**config.mk**
```make
export PLATFORM = sky130hd
export DESIGN_NAME = multi_button_event_generator_flat
export DESIGN_NICKNAME = d
export VERILOG_FILES = /design/src/hdl/mbeg_pkg.sv /design/src/hdl/mbeg_tick_if.sv /design/src/hdl/mbeg_event_if.sv /design/src/hdl/mbeg_lane.sv /design/src/hdl/mbeg_service.sv /design/src/hdl/mbeg_merge.sv /design/src/hdl/multi_button_event_generator.sv /design/src/flat_wrapper.sv
export SDC_FILE = /design/constraint.sdc
export NUM_CORES = 1
export LEC_CHECK = 0
export BUFFER_PORTS_ARGS = -buffer_cell sky130_fd_sc_hd__buf_4
export CORE_MARGIN = 3
export CORE_UTILIZATION = 25
export CTS_CLUSTER_SIZE = 40
export DETAILED_ROUTE_END_ITERATION = 10
export PLACE_DENSITY = 0.46
export SLEW_MARGIN = 40
export SYNTH_ARGS = -nofsm -noshare
export SYNTH_HDL_FRONTEND = slang
export SYNTH_SLANG_ARGS = --single-unit
```
**constraint.sdc**
```tcl
create_clock -name clk -period 9.71 [get_ports clk]
set_input_delay 0.971 -clock clk [delete_from_list [all_inputs] [get_ports clk]]
set_output_delay 0.971 -clock clk [all_outputs]
set_load 0.02 [all_outputs]
```
**src/hdl/mbeg_pkg.sv**
```systemverilog
// Shared types, constants and helpers of the multi-button event generator.
`timescale 1ns / 1ps
package mbeg_pkg;

	localparam int NUM_BUTTONS_DEF = 4;
	localparam int LEVELS_W        = 4;
	localparam int INDEX_W         = 2;
	localparam int TMR_W           = 16;
	localparam int CFG_IDX_W       = 3;
	localparam int CFG_DATA_W      = 16;
	localparam int LANE_SLOTS      = 3;
	localparam int SVC_SLOTS       = 3;

	typedef logic [TMR_W-1:0] tmr_t;
	localparam tmr_t TMR_MAX = '1;

	typedef enum logic [2:0] {
		EV_CLICK   = 3'd0,
		EV_PAIR    = 3'd1,
		EV_HOLD    = 3'd2,
		EV_REPEAT  = 3'd3,
		EV_RELEASE = 3'd4,
		EV_UPDATE  = 3'd5,
		EV_FACTORY = 3'd6,
		EV_SLEEP   = 3'd7
	} event_code_t;

	typedef enum logic [CFG_IDX_W-1:0] {
		REG_PAIRED          = 3'd0,
		REG_HOLD_MS         = 3'd1,
		REG_REPEAT_INTERVAL = 3'd2,
		REG_TAP_WINDOW      = 3'd3,
		REG_FACTORY_HOLD    = 3'd4,
		REG_SLEEP_IDLE      = 3'd5
	} reg_index_t;

	localparam tmr_t HOLD_MS_RST      = 16'd500;
	localparam tmr_t REPEAT_RST       = 16'd500;
	localparam tmr_t TAP_WINDOW_RST   = 16'd500;
	localparam tmr_t FACTORY_HOLD_RST = 16'd5000;
	localparam tmr_t SLEEP_IDLE_RST   = 16'd2000;
	localparam logic [1:0] DOUBLE_TAP = 2'd2;

	typedef struct packed {
		logic paired;
		tmr_t hold_ms;
		tmr_t repeat_interval;
		tmr_t tap_window;
		tmr_t factory_hold;
		tmr_t sleep_idle;
	} cfg_t;

	typedef struct packed {
		logic [LEVELS_W-1:0] button_levels;
		logic                service_level;
		logic                update_mode;
	} tick_t;

	typedef struct packed {
		logic [2:0]         event_code;
		logic [INDEX_W-1:0] btn_idx;
		logic               last_event;
	} event_t;

	// Per-button findings: hold start, hold repeat, then release, click or pair.
	typedef struct packed {
		logic [LANE_SLOTS-1:0] ev_valid;
		logic [2:0]            end_code;
		logic                  activity;
		logic                  pressed;
	} lane_res_t;

	typedef struct packed {
		logic update_ev;
		logic factory_ev;
		logic sleep_ev;
	} svc_res_t;

	function automatic tmr_t inc_sat(tmr_t t);
		return (t == TMR_MAX) ? t : t + tmr_t'(1);
	endfunction

endpackage

```
**src/hdl/mbeg_tick_if.sv**
```systemverilog
// Input channel carrying one millisecond tick request.
`timescale 1ns / 1ps
interface mbeg_tick_if;
	logic            valid;
	logic            ready;
	mbeg_pkg::tick_t payload;

	modport source (output valid, output payload, input ready);
	modport sink (input valid, input payload, output ready);
endinterface

```
**src/hdl/mbeg_event_if.sv**
```systemverilog
// Output channel carrying one event request.
`timescale 1ns / 1ps
interface mbeg_event_if;
	logic             valid;
	logic             ready;
	mbeg_pkg::event_t payload;

	modport source (output valid, output payload, input ready);
	modport sink (input valid, input payload, output ready);
endinterface

```
**src/hdl/mbeg_lane.sv**
```systemverilog
// One button lane: edge detection, hold and repeat timing for a single button.
`timescale 1ns / 1ps
module mbeg_lane (
	input  logic                clk,
	input  logic                arst_n,
	input  logic                accept,
	input  logic                level,
	input  mbeg_pkg::cfg_t      cfg,
	output mbeg_pkg::lane_res_t res
);
	import mbeg_pkg::*;

	logic was_q, seen_q, hold_q;
	tmr_t press_tmr_q, rep_tmr_q;

	logic rise, fall, seen1, hold1, hold_fire, rep_fire, rel;
	tmr_t press_tmr, rep_tmr1, rep_tmr2;

	always_comb begin
		rise      = level & ~was_q;
		fall      = ~level & was_q;
		seen1     = seen_q | rise;
		press_tmr = rise ? '0 : inc_sat(press_tmr_q);
		hold_fire = level & seen1 & ~hold_q & (press_tmr >= cfg.hold_ms);
		hold1     = hold_q | hold_fire;
		rep_tmr1  = hold_fire ? '0 : inc_sat(rep_tmr_q);
		rep_fire  = hold1 & (rep_tmr1 >= cfg.repeat_interval);
		rep_tmr2  = rep_fire ? '0 : rep_tmr1;
		rel       = fall & hold1;

		res.ev_valid[0] = hold_fire & cfg.paired;
		res.ev_valid[1] = rep_fire & cfg.paired;
		res.ev_valid[2] = (rel & cfg.paired) | (fall & ~hold1 & seen1);
		res.end_code    = rel ? EV_RELEASE : (cfg.paired ? EV_CLICK : EV_PAIR);
		res.activity    = rise | rep_fire | fall;
		res.pressed     = level;
	end

	always_ff @(posedge clk or negedge arst_n) begin
		if (!arst_n) begin
			was_q       <= 1'b0;
			seen_q      <= 1'b0;
			hold_q      <= 1'b0;
			press_tmr_q <= '0;
			rep_tmr_q   <= '0;
		end else if (accept) begin
			was_q       <= level;
			seen_q      <= seen1 & ~fall;
			hold_q      <= hold1 & ~fall;
			press_tmr_q <= press_tmr;
			rep_tmr_q   <= rep_tmr2;
		end
	end
endmodule

```
**src/hdl/mbeg_service.sv**
```systemverilog
// Service pin, factory hold and idle sleep tracking shared by all lanes.
`timescale 1ns / 1ps
module mbeg_service (
	input  logic               clk,
	input  logic               arst_n,
	input  logic               accept,
	input  logic               svc,
	input  logic               upd,
	input  logic               lane_activity,
	input  logic               any_pressed,
	input  mbeg_pkg::cfg_t     cfg,
	output mbeg_pkg::svc_res_t res
);
	import mbeg_pkg::*;

	logic       svc_prev_q, sleep_sent_q;
	logic [1:0] tap_cnt_q;
	tmr_t       since_tap_q, hold_tmr_q, idle_q;

	logic       rise, fall, upd_ev, holding, act, sleep_ev;
	logic [1:0] tap_cnt1, tap_cnt2;
	tmr_t       since_tap, hold_tmr, idle;

	always_comb begin
		rise      = svc & ~svc_prev_q;
		fall      = ~svc & svc_prev_q;
		since_tap = inc_sat(since_tap_q);
		tap_cnt1  = tap_cnt_q;
		if (rise) begin
			if (since_tap < cfg.tap_window) begin
				tap_cnt1 = (tap_cnt_q == 2'b11) ? tap_cnt_q : tap_cnt_q + 2'd1;
			end else begin
				tap_cnt1 = 2'd1;
			end
			since_tap = '0;
		end
		upd_ev   = fall & (tap_cnt1 >= DOUBLE_TAP) & ~upd;
		tap_cnt2 = upd_ev ? 2'd0 : tap_cnt1;

		holding  = svc & ~upd;
		hold_tmr = holding ? inc_sat(hold_tmr_q) : '0;
		// An all-ones threshold disables the factory request.
		res.factory_ev = holding & (cfg.factory_hold != TMR_MAX)
			& (hold_tmr == cfg.factory_hold + tmr_t'(1));

		act      = lane_activity | upd_ev | holding;
		idle     = act ? '0 : inc_sat(idle_q);
		sleep_ev = ~upd & (idle > cfg.sleep_idle) & ~any_pressed & ~svc
			& (act ? 1'b1 : ~sleep_sent_q);

		res.update_ev = upd_ev;
		res.sleep_ev  = sleep_ev;
	end

	always_ff @(posedge clk or negedge arst_n) begin
		if (!arst_n) begin
			svc_prev_q   <= 1'b0;
			sleep_sent_q <= 1'b0;
			tap_cnt_q    <= 2'd0;
			since_tap_q  <= TMR_MAX;
			hold_tmr_q   <= '0;
			idle_q       <= '0;
		end else if (accept) begin
			svc_prev_q   <= svc;
			sleep_sent_q <= sleep_ev | (~act & sleep_sent_q);
			tap_cnt_q    <= tap_cnt2;
			since_tap_q  <= since_tap;
			hold_tmr_q   <= hold_tmr;
			idle_q       <= idle;
		end
	end
endmodule

```
**src/hdl/mbeg_merge.sv**
```systemverilog
// Merging stage: holds the events of one tick and sends them out in slot order.
`timescale 1ns / 1ps
module mbeg_merge #(
	parameter int NSLOT = 15
) (
	input  logic                                    clk,
	input  logic                                    arst_n,
	input  logic                                    load,
	input  logic [NSLOT-1:0]                        slot_valid,
	input  logic [NSLOT-1:0][2:0]                   slot_code,
	input  logic [NSLOT-1:0][mbeg_pkg::INDEX_W-1:0] slot_index,
	output logic                                    take_ok,
	mbeg_event_if.source                            events
);
	import mbeg_pkg::*;

	localparam int SEL_W = $clog2(NSLOT);

	logic [NSLOT-1:0]              pend_q;
	logic [NSLOT-1:0][2:0]         code_q;
	logic [NSLOT-1:0][INDEX_W-1:0] idx_q;
	logic                          out_valid_q;
	event_t                        out_q;

	logic             pop, last;
	logic [SEL_W-1:0] sel;
	logic [NSLOT-1:0] rest;

	always_comb begin
		sel = '0;
		for (int i = NSLOT - 1; i >= 0; i--) begin
			if (pend_q[i]) begin
				sel = SEL_W'(i);
			end
		end
		rest    = pend_q & ~(NSLOT'(1) << sel);
		last    = (rest == '0);
		pop     = (pend_q != '0) & (~out_valid_q | events.ready);
		// A new tick may enter once its predecessor's last event moves to the output.
		take_ok = (pend_q == '0) | (pop & last);
	end

	always_ff @(posedge clk or negedge arst_n) begin
		if (!arst_n) begin
			pend_q      <= '0;
			out_valid_q <= 1'b0;
		end else begin
			if (load) begin
				pend_q <= slot_valid;
			end else if (pop) begin
				pend_q <= rest;
			end
			if (pop) begin
				out_valid_q <= 1'b1;
			end else if (events.ready) begin
				out_valid_q <= 1'b0;
			end
		end
	end

	always_ff @(posedge clk) begin
		if (load) begin
			code_q <= slot_code;
			idx_q  <= slot_index;
		end
		if (pop) begin
			out_q.event_code <= code_q[sel];
			out_q.btn_idx    <= idx_q[sel];
			out_q.last_event <= last;
		end
	end

	assign events.valid   = out_valid_q;
	assign events.payload = out_q;
endmodule

```
**src/hdl/multi_button_event_generator.sv**
```systemverilog
// Top level of the multi-button event generator: config, lanes, service tracker, merge.
`timescale 1ns / 1ps
//  channel   dir  handshake            payload
//  tick      in   valid/ready          button_levels, service_level, update_mode
//  events    out  valid/ready          event_code, btn_idx, last_event
//  cfg       in   cfg_we (no wait)     cfg_index, cfg_data
//
//  A tick is evaluated in the cycle it is accepted; its events leave one per cycle from
//  the output register while the output is not stalled (up to 3*NUM_BUTTONS+3 slots, at
//  most 2*NUM_BUTTONS+1 set). The merge buffer sets the rate: the next tick is taken in
//  the cycle the last event of the previous one enters the output register, and ticks
//  without events go back to back. Reset clears the control state and loads the
//  register defaults; a stalled output holds its event, and the tick port stays not
//  ready while events of the previous tick are still queued behind it.
module multi_button_event_generator #(
	parameter int NUM_BUTTONS = mbeg_pkg::NUM_BUTTONS_DEF
) (
	input  logic                             clk,
	input  logic                             arst_n,
	mbeg_tick_if.sink                        tick,
	mbeg_event_if.source                     events,
	input  logic                             cfg_we,
	input  logic [mbeg_pkg::CFG_IDX_W-1:0]   cfg_index,
	input  logic [mbeg_pkg::CFG_DATA_W-1:0]  cfg_data
);
	import mbeg_pkg::*;

	localparam int NSLOT = LANE_SLOTS * NUM_BUTTONS + SVC_SLOTS;
	localparam int SVC_BASE = LANE_SLOTS * NUM_BUTTONS;

	cfg_t cfg_q;

	always_ff @(posedge clk or negedge arst_n) begin
		if (!arst_n) begin
			cfg_q.paired          <= 1'b0;
			cfg_q.hold_ms         <= HOLD_MS_RST;
			cfg_q.repeat_interval <= REPEAT_RST;
			cfg_q.tap_window      <= TAP_WINDOW_RST;
			cfg_q.factory_hold    <= FACTORY_HOLD_RST;
			cfg_q.sleep_idle      <= SLEEP_IDLE_RST;
		end else if (cfg_we) begin
			case (reg_index_t'(cfg_index))
				REG_PAIRED:          cfg_q.paired          <= cfg_data[0];
				REG_HOLD_MS:         cfg_q.hold_ms         <= cfg_data;
				REG_REPEAT_INTERVAL: cfg_q.repeat_interval <= cfg_data;
				REG_TAP_WINDOW:      cfg_q.tap_window      <= cfg_data;
				REG_FACTORY_HOLD:    cfg_q.factory_hold    <= cfg_data;
				REG_SLEEP_IDLE:      cfg_q.sleep_idle      <= cfg_data;
				default: begin
				end
			endcase
		end
	end

	logic accept, take_ok;
	assign tick.ready = take_ok;
	assign accept     = tick.valid & take_ok;

	lane_res_t [NUM_BUTTONS-1:0] lane_res;
	svc_res_t                    svc_res;
	logic [NUM_BUTTONS-1:0]      lane_act, lane_pressed, lane_hold_ev;

	logic [NSLOT-1:0]              slot_valid;
	logic [NSLOT-1:0][2:0]         slot_code;
	logic [NSLOT-1:0][INDEX_W-1:0] slot_index;

	for (genvar i = 0; i < NUM_BUTTONS; i++) begin : g_lane
		localparam logic [INDEX_W-1:0] LANE_IDX = INDEX_W'(i);
		logic level;

		// Buttons beyond the input field are never pressed.
		if (i < LEVELS_W) begin : g_wired
			assign level = tick.payload.button_levels[i];
		end else begin : g_unwired
			assign level = 1'b0;
		end

		mbeg_lane u_lane (
			.clk    (clk),
			.arst_n (arst_n),
			.accept (accept),
			.level  (level),
			.cfg    (cfg_q),
			.res    (lane_res[i])
		);

		assign lane_act[i]     = lane_res[i].activity;
		assign lane_pressed[i] = lane_res[i].pressed;
		assign lane_hold_ev[i] = lane_res[i].ev_valid[0] | lane_res[i].ev_valid[1];

		assign slot_valid[LANE_SLOTS*i +: LANE_SLOTS] = lane_res[i].ev_valid;
		assign slot_code[LANE_SLOTS*i]                = EV_HOLD;
		assign slot_code[LANE_SLOTS*i+1]              = EV_REPEAT;
		assign slot_code[LANE_SLOTS*i+2]              = lane_res[i].end_code;
		assign slot_index[LANE_SLOTS*i]               = LANE_IDX;
		assign slot_index[LANE_SLOTS*i+1]             = LANE_IDX;
		assign slot_index[LANE_SLOTS*i+2]             = LANE_IDX;
	end

	mbeg_service u_service (
		.clk           (clk),
		.arst_n        (arst_n),
		.accept        (accept),
		.svc           (tick.payload.service_level),
		.upd           (tick.payload.update_mode),
		.lane_activity (|lane_act),
		.any_pressed   (|lane_pressed),
		.cfg           (cfg_q),
		.res           (svc_res)
	);

	assign slot_valid[SVC_BASE]   = svc_res.update_ev;
	assign slot_valid[SVC_BASE+1] = svc_res.factory_ev;
	assign slot_valid[SVC_BASE+2] = svc_res.sleep_ev;
	assign slot_code[SVC_BASE]    = EV_UPDATE;
	assign slot_code[SVC_BASE+1]  = EV_FACTORY;
	assign slot_code[SVC_BASE+2]  = EV_SLEEP;
	assign slot_index[SVC_BASE]   = '0;
	assign slot_index[SVC_BASE+1] = '0;
	assign slot_index[SVC_BASE+2] = '0;

	mbeg_merge #(
		.NSLOT (NSLOT)
	) u_merge (
		.clk        (clk),
		.arst_n     (arst_n),
		.load       (accept),
		.slot_valid (slot_valid),
		.slot_code  (slot_code),
		.slot_index (slot_index),
		.take_ok    (take_ok),
		.events     (events)
	);

`ifndef ASSERT_OFF
	a_upd_blocks_service: assert property (@(posedge clk) disable iff (!arst_n)
		accept && tick.payload.update_mode |->
			!(svc_res.update_ev || svc_res.factory_ev || svc_res.sleep_ev))
		else $error("service event raised while update mode is active");

	a_unpaired_no_hold: assert property (@(posedge clk) disable iff (!arst_n)
		accept && !cfg_q.paired |-> lane_hold_ev == '0)
		else $error("hold event raised while unpaired");

	a_sleep_is_last: assert property (@(posedge clk) disable iff (!arst_n)
		events.valid && events.payload.event_code == EV_SLEEP |->
			events.payload.last_event && events.payload.btn_idx == '0)
		else $error("sleep event is not the final event of its tick");
`endif
endmodule
```
**src/flat_wrapper.sv**
```systemverilog
// flat-port wrapper written by rule: the top's interface ports become plain ports
module multi_button_event_generator_flat import mbeg_pkg::*;
#(
	parameter int NUM_BUTTONS = mbeg_pkg::NUM_BUTTONS_DEF
)
  (clk, arst_n, cfg_we, cfg_index, cfg_data, tick_valid, tick_payload, tick_ready, events_valid, events_payload, events_ready);
  mbeg_tick_if tick_i ();
  mbeg_event_if events_i ();
  input  logic clk;
  input  logic arst_n;
  input  logic cfg_we;
  input  logic [mbeg_pkg::CFG_IDX_W-1:0] cfg_index;
  input  logic [mbeg_pkg::CFG_DATA_W-1:0] cfg_data;
  input wire logic [$bits(tick_i.valid)-1:0] tick_valid;
  input wire logic [$bits(tick_i.payload)-1:0] tick_payload;
  output wire logic [$bits(tick_i.ready)-1:0] tick_ready;
  output wire logic [$bits(events_i.valid)-1:0] events_valid;
  output wire logic [$bits(events_i.payload)-1:0] events_payload;
  input wire logic [$bits(events_i.ready)-1:0] events_ready;
  assign tick_i.valid = tick_valid;
  assign tick_i.payload = tick_payload;
  assign tick_ready = tick_i.ready;
  assign events_valid = events_i.valid;
  assign events_payload = events_i.payload;
  assign events_i.ready = events_ready;
  multi_button_event_generator #(.NUM_BUTTONS(NUM_BUTTONS)) u_core (.clk(clk), .arst_n(arst_n), .tick(tick_i), .events(events_i), .cfg_we(cfg_we), .cfg_index(cfg_index), .cfg_data(cfg_data));
endmodule
```
* After elaboration in Yosys (flattened, before gate mapping)
Memories as Yosys holds them, arrays and structs flattened. A register that Yosys moved wholly into a read port is not among the register bits. Index checks and enable logic that the tools add are counted. Widths: inputs -> output; s select.
Word-level totals: flip-flop bits (word level) 305, bits of input ports 30, output and inout port bits 8, ROM bits 32, memories 1
Operators by class: shift-type cells 1, muxes and demuxes 53, equality and inequality tests 19, reductions and logical operators 14, $lt $le $gt $ge 12, bitwise operators 125, add/sub/neg operators 13
Memories:
- (name not given) | depth 16, width 2, rd ports 1, clocked after memory_dff 1, wr ports 0, line mbeg_merge.sv:68 | out_q.btn_idx <= idx_q[sel];
Operators with widths (number):
- $mux 16 | 26
- $add 16x1->16 const B | 12
- $eq 16x16->1 const B | 11
- $ge 16x16->1 | 8
- $and 1x1->1 | 71
- $mux 4 | 15
- $logic_not 15->1 | 2
- $mux 15 | 2
- $not 1->1 | 27
- $or 1x1->1 | 25
- $eq 16x16->1 | 1
- $gt 16x16->1 | 1
- $lt 16x16->1 | 1
- $ne 16x16->1 const B | 1
- $and 15x15->15 | 1
- $not 15->15 | 1
- $reduce_bool 15->1 | 1
- $shl 1x4->15 const A | 1
- $bmux 3 s4 | 1
- $reduce_and 2->1 | 6
- $mux 2 | 4
- $reduce_or 4->1 | 2
- $eq 3x2->1 const B | 2
- $eq 3x3->1 const B | 2
- other kinds (9) | 13

* Logic depth before layout (Yosys ltp)
Gate-level depths: netlist of run 1.
depth after elaboration 23, mapped depth 38, mapped depth without buffers 34

* By module
A second synthesis of run 1 with hierarchy kept.
Second synthesis, totals: cells, all modules 2812, area total of the unflattened synthesis 26380.3 sq um
By module, submodules not included:
- mbeg_lane at u_core.g_lane[1].u_lane ... | area each 3444.6 sq um, instances 2, cells each 423, seq. area each 875.8 sq um
- mbeg_service | area each 4994.8 sq um, instances 1, cells each 618, seq. area each 1321.3 sq um
- mbeg_merge | area each 4207.8 sq um, instances 1, cells each 306, seq. area each 2832.7 sq um
- mbeg_lane at u_core.g_lane[2].u_lane | area each 3537.1 sq um, instances 1, cells each 438, seq. area each 875.8 sq um
- mbeg_lane at u_core.g_lane[0].u_lane | area each 3442.1 sq um, instances 1, cells each 423, seq. area each 875.8 sq um
- multi_button_event_generator | area each 3309.4 sq um, instances 1, cells each 181, seq. area each 2063.2 sq um

* Least setup slack after synthesis of run 1
OpenSTA, ideal clock, no wires.
path kind reg2reg, start register u_core.g_lane[2].u_lane.press_tmr_q[0], end register u_core.u_merge.pend_q[14], setup slack 2359 ps, cell stages (with the launch flop) 38, buffers on the path 4, setup time 135 ps, arrival 7216 ps, cell sequence dfrtp_1 -> ha_1 -> nand3_1 -> nor4_1 -> nand4_1 -> nor2b_1 -> clkbuf_1 -> nand3_1 -> xor2_1 -> nor2_1 -> ha_1 -> a21o_1 -> a21oi_1 -> nor2b_1 -> a2111oi_1 -> o21ai_0 -> and2_1 -> clkbuf_1 -> [2 not listed] -> ha_1 -> or2_2 -> a31oi_1 -> o41ai_1 -> a221oi_1 -> o221a_2 -> nand2_1 -> clkbuf_1 -> a21oi_1 -> ha_1 -> a21oi_1 -> nor2b_1 -> o21ai_0 -> a21oi_1 -> o31ai_1 -> a311oi_2 -> o31ai_1 -> a31oi_1
On the way: word-level cells in the longest chain between the ends 20, elaborated cells between the ends (all ways) 23, those cells by class 1 x add/sub; 3 x order compare; 1 x eq/ne; 6 x mux; 11 x bitwise; 1 x reduce/logical
Ends and longest elaborated chain:
- from (decl) | line mbeg_lane.sv:14 | tmr_t press_tmr_q, rep_tmr_q;
- from (signal assigned) | line mbeg_lane.sv:50 | press_tmr_q <= press_tmr;
- $add 16x1->16 / $eq 16x16->1 (equally long branches) | line mbeg_pkg.sv:80 | return (t == TMR_MAX) ? t : t + tmr_t'(1);
- $mux 16 (*) | line mbeg_pkg.sv:80
- $mux 16 (*) | line mbeg_lane.sv:23 | press_tmr = rise ? '0 : inc_sat(press_tmr_q);
- named net u_core.g_lane[2].u_lane.press_tmr[8] | line mbeg_lane.sv:17 | tmr_t press_tmr, rep_tmr1, rep_tmr2;
- $ge 16x16->1 (*) | line mbeg_lane.sv:24 | hold_fire = level & seen1 & ~hold_q & (press_tmr >= cfg.hold_ms);
- $and 1x1->1 (*) | line mbeg_lane.sv:24
- $mux 16 | line mbeg_lane.sv:26 | rep_tmr1 = hold_fire ? '0 : inc_sat(rep_tmr_q);
- $ge 16x16->1 | line mbeg_lane.sv:27 | rep_fire = hold1 & (rep_tmr1 >= cfg.repeat_interval);
- [3 not listed]
- $reduce_or 4->1 (*) | line multi_button_event_generator.sv:106 | .lane_activity (|lane_act),
- $or 1x1->1 (*) (2 in series) | line mbeg_service.sv:46 | act = lane_activity | upd_ev | holding;
- $mux 16 (*) | line mbeg_service.sv:47 | idle = act ? '0 : inc_sat(idle_q);
- named net u_core.u_service.idle[9] | line mbeg_service.sv:22 | tmr_t since_tap, hold_tmr, idle;
- $gt 16x16->1 (*) | line mbeg_service.sv:48 | sleep_ev = ~upd & (idle > cfg.sleep_idle) & ~any_pressed & ~svc
- $and 1x1->1 (*) (3 in series) | line mbeg_service.sv:48
- $and 1x1->1 (*) | line mbeg_service.sv:49 | & (act ? 1'b1 : ~sleep_sent_q);
- $mux 15 (*) | line mbeg_merge.sv:48 | if (load) begin
- to (signal assigned) | line mbeg_merge.sv:49 | pend_q <= slot_valid;
- to (signal assigned) | line mbeg_merge.sv:51 | pend_q <= rest;
- to (decl) | line mbeg_merge.sv:19 | logic [NSLOT-1:0] pend_q;
Mark *: on every way through the listed nets, which the timed path passes. The rest lies on a longest branch. A chain may end at the register's enable or synchronous reset.

* Worst setup path after layout of run 1
start register u_core.g_lane[2].u_lane.press_tmr_q[1], end register u_core.u_merge.pend_q[14]
The elaborated chain is that of the path after synthesis.

==> results, run 1 <==
- The all-layer global routing usage is 14.4%.
- For this design, the CTS-stage hold fixing added 0 buffers.
- Synthesis produced a netlist with a net count of ~2700.
- Buffers placed on the I/O ports in this run total 37.
- The clock passes through at most 3 buffers.
- The element type at the critical path start is a flop.
- The post-cts repair resize count is 0.
- Power spread over the standard cell area amounts to between 200 and 250 nW/um^2.
- The run finished with clean final reports.
- The top cell types in the final layout, fill and taps aside, are nand2_1 (352), dfrtp_1 (244), nor2_1 (224).
- TritonCTS created 41 clock buffers.
- The clock share of power is 29.3%.
- The number of instances in the synthesized netlist is between 2000 and 3000.
- In the routed design, unresolved DRC markers number 0.
- Broken down by cell family, the worst path's largest delay share belongs to compound AO/OA/AOI/OAI gates.
- Counting flops with a built-in enable in the synthesized netlist gives 14.
- Cell internal power was estimated by the tool at 3.32 mW.
- For the worst-skew pair, the clock arrives at the later sink with an insertion delay of roughly 0.57 ns.
- In this run, the combinational gates consume between 30 and 40% of the power.
- The routed design has between 60000 and 70000 um of wire.
- Once routing completed, OpenROAD measured the worst setup slack at 0.915 ns.
- The kind of end point of the critical path is a flop.
- The clock-pin transition on the worst setup and hold timing paths is ~0.06 ns.
- The tightest min-delay check is of the in2async type.
- The worst path uses 90.6% of the clock period.
- Of the cells placed in the final design, the portion with a size suffix greater than 1 is approximately 11%.
- The die span in x is about 300 um.
- The synthesized design contains around 300 register bits.
- The post-placement worst setup slack is 0.918 ns.
- Wire segments on met3 add up to about 2800 um in the final route.
- The yosys synthesis warning count is 0.
- The final-report hold violation count is 0.
- TritonCTS built the clock tree.
- Pin placement for this block handled 38 I/O pins.
- The tool flagged a number of max-cap violations equal to 0.
- VDD sags by at most about 0.28 mV.
- The cell sitting at the root of the clock tree is a clkbuf_16.
- The final worst clock skew is between 0.01 and 0.015 ns.
- The average instance in the mapped netlist occupies roughly 8.6 sq um.
- For this run, the slowest stage of the critical path takes ~0.72 ns.
- Setup repair after global routing left no endpoint under its margin.
- The detailed router placed around 19000 vias in this run.
- The worst setup path is of the reg2reg kind.
- The floorplan step defined a die boundary enclosing 90300 sq um.
- In this run the vertical extent of the chip is 301 um.
- In this run the worst path has a maximum fanout of 18.
- The final period demand of the worst path is between 8 and 9 ns.
- The number of slew-limit violations in the final report is 0.
- The number of antenna violations at the first check in global routing is 3.
- The most used flip-flop cell after synthesis is dfrtp_1.
- At the end of the flow, the number of nets in the layout was between 2000 and 3000.
- The worst pin sits at a relative slew slack of around 45%.
- The total setup violations reported at the end of the flow is 0.
- In the final routing, the length of wire on met1 measures between 30000 and 40000 um.
- The uppermost metal layer occupied by signal nets is met5.
- Across all hold checks on the routed design, the worst slack comes to 0.316 ns.
- The number of H-tree branching levels is 2.
- Once the floorplan was initialized, standard cells occupied between 20% and 30% of the core.
- Once detail routing completed, the nets flagged for antenna violations numbered 0.
- The number of setup buffers added after CTS is 0.
- Fill cells in the final layout number 9067.
- The placeable core region is 85500 sq um.
- The number of rows created at floorplan is around 110.
- In this run, the number of DRC markers left after iteration 0 of detailed routing was between 1000 and 1500.
- The combined buffer and inverter count along the critical path is 0.
- Counting every sink on the clock net gives about 300.
- The global-route wire length before repair is between 100000 and 150000 um.
- The area growth from synthesis to layout is 13.7%.
- The switching fraction of total power is 41.0%.
- The final setup TNS is 0 ns.
- The sequential area share after synthesis is a little over a third.
- The maximum operating frequency is ~110 MHz.
- The synthesized netlist occupies a cell area of between 20000 and 25000 sq um.
- The commonest non-fill, non-tap cell in the layout is nand2_1.
- The number of unique standard cell types used by synthesis is 96.
- The number of global-route vias before repair was approximately 18000.
- The pin count of the biggest net entering global routing is 133.
- In this run the power spent charging and discharging nets is 2.31 mW.
- Dividing the detail-routed wire length by the instance count gives roughly 18 um.
- Summed over all layers, the global routing overflow is 0.
- For the worst setup path, the data arrival time is around 9.2 ns.
- Sequential cells burn a little under a third of the power.
- In this run the static leakage power is roughly 11 nW.
- The routed length on met2 is roughly 30000 um.
- The slowest stage of the critical path is the a2111oi_1 cell.
- The first detailed-routing pass took 7 iterations.
- Data on the critical path is required at its endpoint by between 10 and 15 ns.
- In the routed layout, each cell is associated on average with a via count of about 5.1.
- The transition time at the pin with the least slew margin is ~0.82 ns.
- The detailed-placement wirelength estimate is roughly 46000 um.
- The congestion estimate from routability-driven global placement came to between 0.8 and 0.9.
- For this run, asynchronously set or reset flops after synthesis account for 95.4%.
[power by group through the flow]
stage	logic, mW	registers [mW]	clock network (mW)
3_5_place_dp	2.23	1.78	0
2_1_floorplan	1.60	1.72	0
6_report	2.22	1.76	1.65
4_1_cts	2.24	1.75	1.70
3_3_place_gp	2.19	1.77	0
5_1_grt	2.50	1.79	1.75
[stage by stage]
stage	util (%)	std cells	area, sq um	total power [mW]
CTS	28.8	3682	24600	5.70
global placement	27.0	3606	23100	3.96
finish	28.8	3683	24600	5.62
floorplan	-	2512	21700	3.32
detailed placement	27.1	3609	23200	4.00
global route	28.8	3682	24600	6.05
[synth_stat cells, drive strengths merged, types with 9 or more instances]
cell type	number	share of area [%]
o211ai	14	0.51
a31oi	35	1.0
ha	176	10
a21o	46	1.6
nand2b	27	0.78
xnor2	56	2.3
edfxtp	14	1.9
mux2	60	3.1
o41ai	10	0.68
nand2	353	6.1
a21oi	111	2.6
nor3	52	1.3
a22o	45	1.8
or4	10	0.35
clkbuf	70	1.2
o21a	15	0.52
and3	47	1.4
or2	9	0.26
nor2	229	4.0
xor2	65	2.6
inv	107	1.9
and4	19	0.77
o21ai	170	3.9
and2	19	0.55
mux2i	28	1.3
nor4	20	0.70
nand4	68	2.0
o31ai	36	1.2
buf	41	1.1
or3	12	0.35
nor2b	25	0.72
a211oi	19	0.68
nand3	101	2.3
dfstp	45	5.5
dfrtp	244	28
a211o	12	0.48
[routing by layer]
layer / vias to the layer above / global-route usage, %
met2: 388 / 22.7
met4: 2 / 4.51
met5: - / 0
li1: 9077 / -
met1: 9181 / 20.3
met3: 96 / 1.87
[cells by family (layout without fill, tap and decap cells)]
logic type / Yosys count / count (layout) / share of synthesized area, %
DFF: 303 / 303 / 35.5
other: 0 / 1 / 0
AOI/OAI and AO/OA: 589 / 589 / 18.2
buffers and inverters: 219 / 245 / 4.18
adders and majority gates: 176 / 176 / 10.2
xor gates and xnor gates: 122 / 122 / 5.00
and+or+nand+nor: 1015 / 1015 / 22.5
muxes: 88 / 88 / 4.41
[worst paths after layout]
| path | startpoint | endpoint | slack (ns) | cells past startpoint |
|---|---|---|---|---|
| setup reg to reg | u_core.g_lane[2].u_lane.press_tmr_q[1] | u_core.u_merge.pend_q[14] | 0.92 | 34 |
| min in group clk | u_core.u_service.since_tap_q[10] | u_core.u_service.since_tap_q[10] | 0.47 | 2 |
| hold / removal | arst_n | u_core.cfg_q[44] | 0.32 | 1 |
| setup / recovery | u_core.g_lane[2].u_lane.press_tmr_q[1] | u_core.u_merge.pend_q[14] | 0.92 | 34 |
| max in group asynchronous | arst_n | u_core.g_lane[3].u_lane.rep_tmr_q[14] | 7.36 | 4 |
| hold reg to reg | u_core.u_service.since_tap_q[10] | u_core.u_service.since_tap_q[10] | 0.47 | 2 |
[final cells by class]
class                      instances  area, sq um  share of cell area, %
antenna                            1         2.50                 0.0102
clock buffer                      51         1150                   4.65
clock inverter                    22          305                   1.24
inverter                         108          408                   1.66
multi-input combinational       1990        13100                   53.2
sequential                       303         7710                   31.3
tap                             1144         1430                   5.81
timing repair buffer              64          532                   2.16
[flip-flops by register name (all words and copies together) (netlist names)]
name and count:
u_core.g_lane.u_lane.hold_q 4, u_core.u_merge.code_q 8, u_core.u_merge.pend_q 15, u_core.g_lane.u_lane.was_q 4, u_core.u_merge.events.payload 6, u_core.cfg_q 81
u_core.u_service.tap_cnt_q 2, u_core.u_service.svc_prev_q 1, u_core.g_lane.u_lane.rep_tmr_q 64, u_core.u_merge.events.valid 1, u_core.g_lane.u_lane.seen_q 4, u_core.u_service.since_tap_q 16
u_core.u_service.idle_q 16, u_core.u_service.hold_tmr_q 16, u_core.g_lane.u_lane.press_tmr_q 64, u_core.u_service.sleep_sent_q 1
Power figures use the tool's default switching activity.
==> run 2: changes to the inputs <==
--- a/config.mk
+++ b/config.mk
@@ -7,10 +7,10 @@
 export LEC_CHECK = 0
 export BUFFER_PORTS_ARGS = -buffer_cell sky130_fd_sc_hd__buf_4
 export CORE_MARGIN = 3
-export CORE_UTILIZATION = 25
+export CORE_UTILIZATION = 55
 export CTS_CLUSTER_SIZE = 40
 export DETAILED_ROUTE_END_ITERATION = 10
-export PLACE_DENSITY = 0.46
+export PLACE_DENSITY = 0.81
 export SLEW_MARGIN = 40
 export SYNTH_ARGS = -nofsm -noshare
 export SYNTH_HDL_FRONTEND = slang
==> constraint.sdc (replaced) <==
create_clock -name clk -period 10.05 [get_ports clk]
set_input_delay 1.005 -clock clk [delete_from_list [all_inputs] [get_ports clk]]
set_output_delay 1.005 -clock clk [all_outputs]
set_load 0.02 [all_outputs]
==> results, run 2 (synthesized netlist as in run 1, its figures left out) <==
- The global placer's final weighted congestion is 0.937 (was 0.850).
- The number of rows created at floorplan is 72 (was 107).
- The die span in x came to 205 um (was 301 um).
- The placed cell area came to 22300 sq um (was 23200 sq um).
- The number of global-route vias before repair was 18400 (was 18500).
- The number of top-level pins came to 38 (unchanged).
- The final-report hold violation count is 0 (unchanged).
- The net switching power of the design is 2.13 mW (was 2.31 mW).
- The residual antenna-violating net count after detailed routing is 0 (unchanged).
- The starting density of the core is 55.8% (was 25.3%).
- The total vias in the final route is 19200 (was 18700).
- The required time of the critical path is 10.45 ns (was 10.14 ns).
- The commonest non-fill, non-tap cell in the layout is nand2_1 (unchanged).
- The largest fanout on the critical path is 18 (unchanged).
- The critical setup path kind was reg2reg (unchanged).
- Biggest regs: u_core.cfg_q (81), u_core.g_lane.u_lane.press_tmr_q (64), u_core.g_lane.u_lane.rep_tmr_q (64) (unchanged).
- The endpoint arrival time on the critical path is 9.53 ns (was 9.23 ns).
- The average wire per cell in the routed design is 18.9 um (was 17.7 um).
- The number of buffers added for setup after CTS came to 0 (unchanged).
- The sum of routed wire length over all layers came to 57700 um (was 65100 um).
- The combined buffer and inverter count along the critical path was 0 (unchanged).
- The critical path's largest stage delay came to 0.69 ns (was 0.72 ns).
- The count of nets after finishing came to 2704 (was 2714).
- The kind of end point of the critical path is a flop (unchanged).
- The all-layer global routing usage is 27.3% (was 14.4%).
- The clock-pin transition on the worst setup and hold timing paths was 0.07 ns (was 0.06 ns).
- The buffer levels on the longest clock path is 3 (unchanged).
- The ratio of total power to cell area is 216 nW/um^2 (was 228 nW/um^2).
- The leakage dissipation is 10.8 nW (was 10.9 nW).
- The clock tree root driver cell was clkbuf_16 (unchanged).
- Commonest cells after routing, fill and taps aside: nand2_1 (352), dfrtp_1 (244), nor2_1 (224) (unchanged).
- The number of buffers added by the clock tree synthesis step came to 36 (was 41).
- The TritonCTS clock tree is yes (unchanged).
- The final worst-path cycle share is 90.8% (was 90.6%).
- The placeable core region was 38800 sq um (was 85500 sq um).
- The slowest stage cell on the critical path was a2111oi_1 (unchanged).
- The sequential share of power is 33.4% (was 31.2%).
- The clock share of power came to 25.4% (was 29.3%).
- Setup repair after global routing missed its margin: no (unchanged).
- The overall die height is 205 um (was 301 um).
- The share of the core filled with cells in the final layout was 60.6% (was 28.8%).
- The leftover overflow at the end of global routing is 0 (unchanged).
- The detailed-placement wirelength estimate is 39900 um (was 46400 um).
- The number of H-tree branching levels is 2 (unchanged).
- The detailed-router iteration count before antenna repair is 8 (was 7).
- The layout overhead on the synthesized area came to 8.53% (was 13.7%).
- The count of buffers from port buffering came to 37 (unchanged).
- Outcome: finished, final reports clean (unchanged).
- The DRC violation count after routing was 0 (unchanged).
- The number of antenna violations at the first check in global routing came to 2 (was 3).
- The kind of path behind the tightest hold check is in2async (unchanged).
- The element type at the critical path start was a flop (unchanged).
- The pin count of the biggest net entering global routing is 90 (was 133).
- The number of hold buffers added after CTS came to 0 (unchanged).
- The number of slew-limit violations in the final report is 0 (unchanged).
- The area of the die is 41800 sq um (was 90300 sq um).
- The fill cell instance count of the final layout was 3192 (was 9067).
- The transition time at the pin with the least slew margin is 0.808 ns (was 0.822 ns).
- The post-layout instance area is 23500 sq um (was 24600 sq um).
- The detailed router's first-iteration violation count is 1752 (was 1471).
- The total setup violations reported at the end of the flow is 0 (unchanged).
- The register with the highest flop count is u_core.cfg_q (unchanged).
- The final setup TNS is 0 ns (unchanged).
- The number of violations of the max-capacitance limit is 0 (unchanged).
- The global-route wire length before repair is 93700 um (was 104000 um).
- The internal power is 2.95 mW (was 3.32 mW).
- The worst-case vdd ir drop is 0.159 mV (was 0.283 mV).
- The switching fraction of total power came to 41.9% (was 41.0%).
- The combinational group share of total power came to 41.2% (was 39.4%).
- The clock latency on the worst-skew pair came to 0.54 ns (was 0.57 ns).
- The family with the most delay on the worst path is compound AO/OA/AOI/OAI gates (unchanged).
- The final period demand of the worst path was 9.13 ns (was 8.79 ns).
- The maximum operating frequency is 110 MHz (was 114 MHz).
- The tightest slew margin relative to the limit was 44.6% (was 44.7%).
- The number of clock sinks is 303 (unchanged).
- The share of layout cells above drive strength 1 is 10.9% (was 11.4%).
- The flip-flop count of the largest register, all copies and words added is 81 (unchanged).
- The average via count per standard cell is 6.29 (was 5.09).
- The post-cts repair resize count is 0 (unchanged).
- The final worst clock skew is 0.0258 ns (was 0.0103 ns).
[run 2: changes by cell type in the layout (fill, tap and decap cells not counted), sizes merged]
| cell | delta |
|---|---|
| inv | -2 |
| buf | -5 |
| clkinv | +1 |
| bufinv | -6 |
| clkinvlp | +2 |
| clkbuf | -2 |
[run 2: metrics by stage]
stage	total power, mW	cells	hold WS, ns	worst slack [ns]
after floorplan	3.21	2512	0.446	2.70
after global placement	3.67	2976	0.457	1.59
after detailed placement	3.76	2976	0.462	1.23
after CTS	5.07	3042	0.465	1.13
after global routing	5.41	3045	0.484	0.318
final	5.09	3045	0.430	0.921
[run 2: area by class of cell]
| cell class | count | area (sq um) | area share (%) |
|---|---|---|---|
| diodes | 1 | 2.50 | 0.0106 |
| well taps | 518 | 648 | 2.75 |
| clock buffers | 49 | 1020 | 4.34 |
| inverters | 108 | 408 | 1.73 |
| multi-input cells | 1990 | 13100 | 55.8 |
| flip-flops and latches | 303 | 7710 | 32.8 |
| clock inverters | 17 | 138 | 0.585 |
| repair buffers | 59 | 473 | 2.01 |
[run 2: worst paths after layout]
path                                                              end                              startpoint  cells past startpoint  slack [ns]
max in group asynchronous                            u_core.cfg_q[33]                                  arst_n                      3        7.86
worst max-delay path                        u_core.u_merge.pend_q[14]  u_core.g_lane[2].u_lane.press_tmr_q[0]                     33        0.92
min in group clk                     u_core.u_service.since_tap_q[10]        u_core.u_service.since_tap_q[10]                      2        0.47
worst max register to register              u_core.u_merge.pend_q[14]  u_core.g_lane[2].u_lane.press_tmr_q[0]                     33        0.92
worst min register to register       u_core.u_service.since_tap_q[10]        u_core.u_service.since_tap_q[10]                      2        0.47
worst min-delay path            u_core.g_lane[2].u_lane.rep_tmr_q[12]                                  arst_n                      1        0.43
[run 2: metal layers]
| layer | track usage, % | part of all wire [%] |
|---|---|---|
| met4 | 9.73 | 3.3 |
| met2 | 44.1 | 46 |
| met3 | 4.13 | 7.0 |
| met5 | 0 | 0 |
| met1 | 37.4 | 44 |
[run 2: power groups by stage]
stage / clock network (mW) / logic (mW) / registers, mW
floorplan: 0 / 1.54 / 1.66
CTS: 1.31 / 2.07 / 1.69
finish: 1.29 / 2.10 / 1.70
detailed placement: 0 / 2.05 / 1.71
global placement: 0 / 1.97 / 1.70
global route: 1.35 / 2.33 / 1.73
